File: config.mk
export PLATFORM = sky130hd
export DESIGN_NAME = lbw_cell
export DESIGN_NICKNAME = d
export VERILOG_FILES = /design/src/hw/rtl/lbw_cell.sv
export SDC_FILE = /design/constraint.sdc
export NUM_CORES = 1
export LEC_CHECK = 0
export BUFFER_PORTS_ARGS = -buffer_cell sky130_fd_sc_hd__buf_2
export CAP_MARGIN = 40
export CORE_AREA = 2 2 39 41
export DETAILED_ROUTE_END_ITERATION = 10
export DIE_AREA = 0 0 41 43
export GPL_TIMING_DRIVEN = 1
export HOLD_SLACK_MARGIN = 0.02
export MAX_ROUTING_LAYER = met4
export PLACE_DENSITY = 0.59
export RECOVER_POWER = 100
export SYNTH_ARGS = -nofsm -noshare
export SYNTH_HDL_FRONTEND = slang
export SYNTH_SLANG_ARGS = --single-unit
File: constraint.sdc
create_clock -name clk -period 0.92 [get_ports clk]
set_input_delay 0.092 -clock clk [delete_from_list [all_inputs] [get_ports clk]]
set_output_delay 0.092 -clock clk [all_outputs]
set_load 0.02 [all_outputs]
File: src/hw/rtl/lbw_cell.sv
// One tap of the 3x3 window: a pixel register that takes its right-hand
// neighbour's value on each shift. No package dependencies.

module lbw_cell #(
	parameter int PIXEL_BITS = 8
) (
	input  logic                  clk,
	input  logic                  arst_n,
	input  logic                  shift_en,
	input  logic [PIXEL_BITS-1:0] din,
	output logic [PIXEL_BITS-1:0] dout
);

	logic [PIXEL_BITS-1:0] tap_q;

	// The window is visible before it fills, so it must start at zero.
	always_ff @(posedge clk or negedge arst_n) begin
		if (!arst_n) begin
			tap_q <= '0;
		end else if (shift_en) begin
			tap_q <= din;
		end
	end

	assign dout = tap_q;

endmodule

==> impl_results.md, run 1 <==
* Pwr Density at 1870 nW/um^2
* Post-synth top area cell: dfrtp_1
* Nets at 51
* Slowest CP cell: dfrtp_1
* Clock Sinks at 8
* Remaining antenna violation count at 0
* Final Non-Filler Cells at 54
* CTS buffer count at 3
* Hold path start: din[3]
* Period utilization at 95.2%
* # setup viols final at 0
* Placed cells at 50
* Dominant cells by area after synthesis: dfrtp_1, mux2_4, buf_6
* Final hold vios at 0
* Initial Utilization at 24.0%
* Max IR drop VDD at 0.000463 V
* Hold_ws at 0.0651 ns
* Layout cells sized above 1 at 52.6%
* Initial antenna violation count at 0
* Cells after Synth at 17
* Outcome: completed
* Area of the mapped netlist at 332 um^2
* Crit Path Category: register to primary output
* RePlAce Congestion at 0.642
* Layout area overhead at 32.1%
* WL/cell at 12.7 um
* Crit path cell chain: buf_6
* DRC at 0
* Buf+Inv Stages, Crit Path at 1
* Total core area at 1380 um^2
* Drt pass-1 iters at 2
* Synth cell types at 3
* Via-per-instance ratio at 3.94
* Worst Path Required at 0.83 ns
* Max reg flops at 8
* Final slew viol count at 0
* Largest net degree at the start of global routing at 9
* CP Capture Type: primary output
* Yosys top cell area share at 60.4%
* Post-Route Skew at 0 ns
* Worst Path Arrival at 0.78 ns
* Startpoint Class: register
* Setup TNS at 0 ns
* Worst-Margin Slew at 0.411 ns
* # IOs at 19
* Total wire length at 686 um
* CTS clock-pin slew for the worst setup and hold paths at 0.05 ns
* Post-route minimum period at 0.876 ns
* Syn_nets at 28
* Port bufs at 18
* First-iteration detailed-routing DRC count at 2
* First-pass GRT wire length at 993 um
* Clk Latency, worst-skew pair at 0.25 ns
* Root buffer cell: clkbuf_4
* Commonest non-fill, non-tap cell in the layout: buf_2
* Num rows at 14
* Total number of vias at 213
* Vias in the first global route at 251
* Largest stage delay, worst path at 0.40 ns
* Syn_area_per_cell at 19.5 um^2
* Slew HR at 72.6%
* Pleak at 0.215 nW
* Clk buf depth at 2
* Critical-path maximum fanout at 2
* Yosys Warn Count at 0
* Overflow left after global routing at 0
* TritonCTS clock tree: done
* Layout Utilization at 31.6%
* Full die area at 1760 um^2
* Postcts setup bufs at 0
* Worst R2R Start: dout[2]$_DFFE_PN0P_
* GRT Util Overall at 9.21%
* Worst min-delay path class: input port to register
* Commonest cells after routing, fill and taps aside: buf_2, mux2_1, dfrtp_1
* Htree depth at 1
* Max-cap viol count at 0
* Seq/Total Area, Yosys at 60.4%
* Worst path top cell family by delay: flip-flops
* Synthesized flop and latch total at 8
* Die width at 41 um
* Critical path origin: dout[2]$_DFFE_PN0P_
* RSZ-0062 raised after global routing: false
* Fmax at 1140 MHz
* Die Y at 43 um
* Number of diodes at 0
cell usage after synthesis, drive strengths merged:
cell type and number:
buf 1, mux2 8, dfrtp 8
kinds of logic after synthesis:
group    after synthesis  share of synthesized area (%)
buf+inv                1                           3.40
flops                  8                           60.4
mux                    8                           36.2
layer usage:
| metal | track usage (%) | vias to the layer above | wire length (um) |
|---|---|---|---|
| li1 | - | 100 | - |
| met1 | 8.85 | 108 | 279 |
| met2 | 13.8 | 3 | 389 |
| met3 | 1.57 | 2 | 6 |
| met4 | 10.0 | 0 | 11 |
| met5 | - | - | 0 |
power by group:
part | leakage, nW | internal, mW | total, mW | switching (mW)
clock network | 0.0138 | 0.149 | 0.260 | 0.111
registers | 0.0935 | 0.388 | 0.407 | 0.0197
logic | 0.108 | 0.0671 | 0.153 | 0.0861
worst paths after layout:
path | to | slack, ns | depth (start not counted)
worst max-delay path | dout[2] | 0.04 | 1
worst min-delay path | dout[3]$_DFFE_PN0P_ | 0.07 | 2
worst max register to register | dout[2]$_DFFE_PN0P_ | 0.09 | 1
worst min register to register | dout[3]$_DFFE_PN0P_ | 0.50 | 1
max in group asynchronous | dout[3]$_DFFE_PN0P_ | 0.34 | 2
min in group asynchronous | dout[4]$_DFFE_PN0P_ | 0.29 | 2
what timing repair did:
item                                   4_1_cts  5_1_grt
setup endpoints to repair                    0        1
resized for setup                            0        2
hold buffers                                 1        0
endpoints found under the hold margin        8        0
layout make-up:
| class | instances | area (um^2) |
|---|---|---|
| repair buffers | 19 | 105 |
| well taps | 16 | 20.0 |
| flip-flops and latches | 8 | 200 |
| clock buffers | 3 | 22.5 |
| fillers | 151 | 946 |
| multi-input cells | 8 | 90.1 |
stage by stage:
step | power (mW) | instance area [um^2] | setup slack, ns
2_1_floorplan | 0.525 | 332 | 0.0853
3_3_place_gp | 0.590 | 430 | 0.136
3_5_place_dp | 0.593 | 430 | 0.126
4_1_cts | 0.869 | 463 | 0.0105
5_1_grt | 0.861 | 438 | 0.0115
6_report | 0.820 | 438 | 0.0440
(Power assumes the default switching activity.)
==> run 2, diff against run 1 <==
--- a/config.mk
+++ b/config.mk
@@ -13,7 +13,7 @@
 export GPL_TIMING_DRIVEN = 1
 export HOLD_SLACK_MARGIN = 0.02
 export MAX_ROUTING_LAYER = met4
-export PLACE_DENSITY = 0.59
+export PLACE_DENSITY = 0.61
 export RECOVER_POWER = 100
 export SYNTH_ARGS = -nofsm -noshare
 export SYNTH_HDL_FRONTEND = slang
==> constraint.sdc (replaced) <==
create_clock -name clk -period 0.8 [get_ports clk]
set_input_delay 0.08 -clock clk [delete_from_list [all_inputs] [get_ports clk]]
set_output_delay 0.08 -clock clk [all_outputs]
set_load 0.02 [all_outputs]
==> impl_results.md, run 2 (synthesis results as in run 1) <==
* Most Crowded Layer GR: met2
* Grt met2 use at 16.6%
* Initial antenna violation count at 0
* Drt pass-1 iters at 1
* Post-route minimum period at 0.869 ns
* Crit Path Category: register to primary output
* Startpoint Class: register
* Worst R2R Start: dout[6]$_DFFE_PN0P_
* Final hold vios at 0
* Worst slack at placement at 0.00962 ns
* Period utilization at 109%
* Max IR drop VDD at 0.000433 V
* Num rows at 14
* Die Y at 43 um
* Overflow left after global routing at 0
* Nets at 51
* Worst R2R Setup Slack at 0 ns
* CP Capture Type: primary output
* Pleak at 0.254 nW
* Fmax at 1150 MHz
* Met1 usage at 10.2%
* Layout area overhead at 57.4%
* Worst Path Required at 0.72 ns
* Crit path depth at 1
* Final worst setup slack at -0.0691 ns
* Layout cells sized above 1 at 94.7%
* Worst R2R End: dout[6]$_DFFE_PN0P_
* Worst Path Arrival at 0.79 ns
* Failing checks: negative setup slack
* RSZ-0062 raised after global routing: true
* Clock Sinks at 8
* WL/cell at 12.2 um
* Worst-Margin Slew at 0.419 ns
* Commonest non-fill, non-tap cell in the layout: buf_2
* TritonCTS clock tree: done
* Worst r2r path cells at 1
* Initial Utilization at 24.0%
* # setup viols final at 9
* GRT met3 Usage at 1.57%
* Max reg flops at 8
* Number of diodes at 0
* GRT Util Overall at 10.2%
* Largest stage delay, worst path at 0.41 ns
* Critical-path maximum fanout at 2
* Final slew viol count at 0
* Commonest cells after routing, fill and taps aside: buf_2, mux2_4, dfrtp_2, buf_6, clkbuf_4
* Slew HR at 72.0%
* Remaining antenna violation count at 0
* Slowest CP cell: dfrtp_2
* Buf+Inv Stages, Crit Path at 1
* Htree depth at 1
* Worst path top cell family by delay: flip-flops
* DRC at 0
* Port bufs at 18
* Die width at 41 um
* Total number of vias at 210
* # IOs at 19
* Clk buf depth at 2
* Worst min-delay path class: input port to register
* Final Power at 1.04 mW
* Clk Latency, worst-skew pair at 0.24 ns
* RePlAce Congestion at 0.601
* Crit path cell chain: buf_6
* Setup crit end: dout[3]
* Total wire length at 661 um
* Post-Route Skew at 0 ns
* First-iteration detailed-routing DRC count at 0
* Vias in the first global route at 256
* CTS buffer count at 3
* Outcome: finished, violations left
* Full die area at 1760 um^2
* Largest net degree at the start of global routing at 9
* Critical path origin: dout[3]$_DFFE_PN0P_
* Postcts setup bufs at 0
* CTS clock-pin slew for the worst setup and hold paths at 0.05 ns
* Root buffer cell: clkbuf_4
* Via-per-instance ratio at 3.89
* Max-cap viol count at 0
* First-pass GRT wire length at 1.12 mm
* Pwr Density at 1990 nW/um^2
* Total core area at 1380 um^2
==> run 2: changes by cell type in the layout (fill, tap and decap cells not counted), sizes merged <==
cell    delta
buf        +6
clkbuf     -6
==> run 2: metal layers <==
metal  part of all wire [%]  up-vias
met5                      0        -
met2                     61        5
li1                       -      100
met4                      0        0
met3                    2.7        0
met1                     36      105
==> run 2: final cells by class <==
type | count | area [um^2]
clock buffers | 3 | 22.5
fillers | 145 | 862
well taps | 16 | 20.0
flip-flops and latches | 8 | 210
repair buffers | 19 | 149
multi-input cells | 8 | 120
==> run 2: how the worst min path moves through the flow <==
| stage | start | cells after the start | end |
|---|---|---|---|
| after CTS | din[4] | 2 | dout[4]$_DFFE_PN0P_ |
| after global routing | din[4] | 2 | dout[4]$_DFFE_PN0P_ |
| final | din[4] | 2 | dout[4]$_DFFE_PN0P_ |
| after global placement | arst_n | 1 | dout[1]$_DFFE_PN0P_ |
| after detailed placement | arst_n | 1 | dout[1]$_DFFE_PN0P_ |
| after floorplan | arst_n | 0 | dout[0]$_DFFE_PN0P_ |
==> run 2: timing repair <==
item | CTS | global route
pin swaps | 0 | 0
setup endpoints to repair | 8 | 14
resized for setup | 16 | 0
hold buffers | 1 | 0
hold endpoints to repair | 8 | 0
gates cloned | 0 | 0
==> run 2: report_power, final <==
| part | total [mW] | switching [mW] | internal (mW) |
|---|---|---|---|
| Combinational | 0.258 | 0.103 | 0.154 |
| Sequential | 0.485 | 0.0313 | 0.453 |
| Clock | 0.295 | 0.124 | 0.171 |
==> run 2: stage by stage <==
stage | cell area [um^2] | util, % | setup TNS [ns] | hold WS [ns] | cells
after floorplan | 342 | - | -0.178 | -0.216 | 17
after global placement | 440 | 31.8 | 0 | -0.0683 | 50
after detailed placement | 440 | 31.8 | 0 | -0.0693 | 50
after CTS | 523 | 37.8 | -0.534 | 0.0596 | 54
after global routing | 522 | 37.7 | -0.705 | 0.0670 | 54
final | 522 | 37.7 | -0.481 | 0.0655 | 54
==> run 3, diff against run 2 <==
--- a/config.mk
+++ b/config.mk
@@ -13,7 +13,7 @@
 export GPL_TIMING_DRIVEN = 1
 export HOLD_SLACK_MARGIN = 0.02
 export MAX_ROUTING_LAYER = met4
-export PLACE_DENSITY = 0.61
+export PLACE_DENSITY_LB_ADDON = 0.15
 export RECOVER_POWER = 100
 export SYNTH_ARGS = -nofsm -noshare
 export SYNTH_HDL_FRONTEND = slang
==> impl_results.md, run 3 (synthesis results as in run 1) <==
* Outcome: finished, violations left
* Failing checks: negative setup slack
* Commonest cells after routing, fill and taps aside: buf_2, mux2_4, dfrtp_2, buf_6, clkbuf_4
* Final worst setup slack at -0.0635 ns
* Total wire length at 628 um
* Largest net degree at the start of global routing at 9
* Buf+Inv Stages, Crit Path at 1
* Placed cells at 50
* RePlAce Congestion at 0.521
* Final slew viol count at 0
* CTS clock-pin slew for the worst setup and hold paths at 0.05 ns
* Max-cap viol count at 0
* Worst Path Required at 0.72 ns
* Hold path depth at 2
* Commonest non-fill, non-tap cell in the layout: buf_2
* Crit Path Category: register to primary output
* Largest stage delay, worst path at 0.41 ns
* Pleak at 0.254 nW
* Startpoint Class: register
* Fmax at 1160 MHz
* Clock Sinks at 8
* RSZ-0062 raised after global routing: true
* Total core area at 1380 um^2
* Initial antenna violation count at 0
* GRT Util Overall at 9.73%
* Post-Route Skew at 0 ns
* Max reg flops at 8
* Final Cell Area at 522 um^2
* Nets at 51
* Crit path cell chain: buf_6
* Clk Latency, worst-skew pair at 0.25 ns
* WL/cell at 11.6 um
* # setup viols final at 8
* Vias in the first global route at 233
* Die Y at 43 um
* Htree depth at 1
* Max IR drop VDD at 0.000564 V
* Worst-Margin Slew at 0.456 ns
* Layout area overhead at 57.4%
* Num rows at 14
* Die width at 41 um
* Total number of vias at 217
* Via-per-instance ratio at 4.02
* Root buffer cell: clkbuf_4
* Postcts setup bufs at 0
* Worst Path Arrival at 0.78 ns
* Number of diodes at 0
* Final Non-Filler Cells at 54
* Grt met2 use at 10.6%
* Met1 usage at 12.8%
* # fillers at 137
* Port bufs at 18
* Critical-path maximum fanout at 2
* Remaining antenna violation count at 0
* Full die area at 1760 um^2
* Period utilization at 108%
* Post-place instance area at 440 um^2
* Worst path top cell family by delay: flip-flops
* Overflow left after global routing at 0
* CP Capture Type: primary output
* Crit path depth at 1
* Initial Utilization at 24.0%
* Drt pass-1 iters at 2
* Worst slack at placement at 0.00882 ns
* Most Crowded Layer GR: met1
* GRT met3 Usage at 4.71%
* TritonCTS clock tree: done
* Pwr Density at 1980 nW/um^2
* Slowest CP cell: dfrtp_2
* Final hold vios at 0
* Slew HR at 69.6%
* DRC at 0
* CTS buffer count at 3
* Post-route minimum period at 0.864 ns
* Clk buf depth at 2
* Layout cells sized above 1 at 94.7%
* First-iteration detailed-routing DRC count at 5
* Worst r2r path cells at 1
* Layout Utilization at 37.7%
* First-pass GRT wire length at 1.04 mm
* # IOs at 19
* Worst min-delay path class: input port to register
-- run 3: path summary, 6_finish.rpt --
path | endpoint | slack (ns) | start
min in group asynchronous | dout[3]$_DFFE_PN0P_ | 0.30 | arst_n
max in group asynchronous | dout[2]$_DFFE_PN0P_ | 0.16 | arst_n
worst min-delay path | dout[3]$_DFFE_PN0P_ | 0.06 | din[3]
worst max register to register | dout[5]$_DFFE_PN0P_ | 0.01 | dout[5]$_DFFE_PN0P_
worst min register to register | dout[4]$_DFFE_PN0P_ | 0.53 | dout[4]$_DFFE_PN0P_
worst max-delay path | dout[0] | -0.06 | dout[0]$_DFFE_PN0P_
-- run 3: what timing repair did --
action / 4_1_cts / 5_1_grt
hold buffers: 1 / 0
endpoints found under the hold margin: 8 / 0
setup endpoints to repair: 8 / 12
resized for setup: 16 / 0
-- run 3: final cells by class --
| type | count | area (um^2) | area share, % |
|---|---|---|---|
| flip-flops and latches | 8 | 210 | 40.3 |
| repair buffers | 19 | 149 | 28.5 |
| multi-input cells | 8 | 120 | 23.0 |
| clock buffers | 3 | 22.5 | 4.32 |
| well taps | 16 | 20.0 | 3.84 |
-- run 3: through the flow --
step	total power, mW	hold slack (ns)	setup TNS, ns
after detailed placement	0.688	-0.0613	0
after floorplan	0.612	-0.216	-0.178
after global routing	1.10	0.0469	-0.792
after CTS	1.06	0.0495	-0.616
after global placement	0.683	-0.0678	0
final	1.03	0.0610	-0.484
-- run 3: power breakdown --
part | total (mW) | switching [mW] | leakage [nW] | internal, mW
Clock | 0.295 | 0.124 | 0.0138 | 0.171
Combinational | 0.255 | 0.101 | 0.155 | 0.154
Sequential | 0.484 | 0.0307 | 0.0855 | 0.454
Total | 1.03 | 0.256 | 0.254 | 0.779
-- run 3: layer usage --
layer,vias up,wire (um)
met5,-,0
met4,0,0
li1,100,-
met1,106,270
met2,11,300
met3,0,56
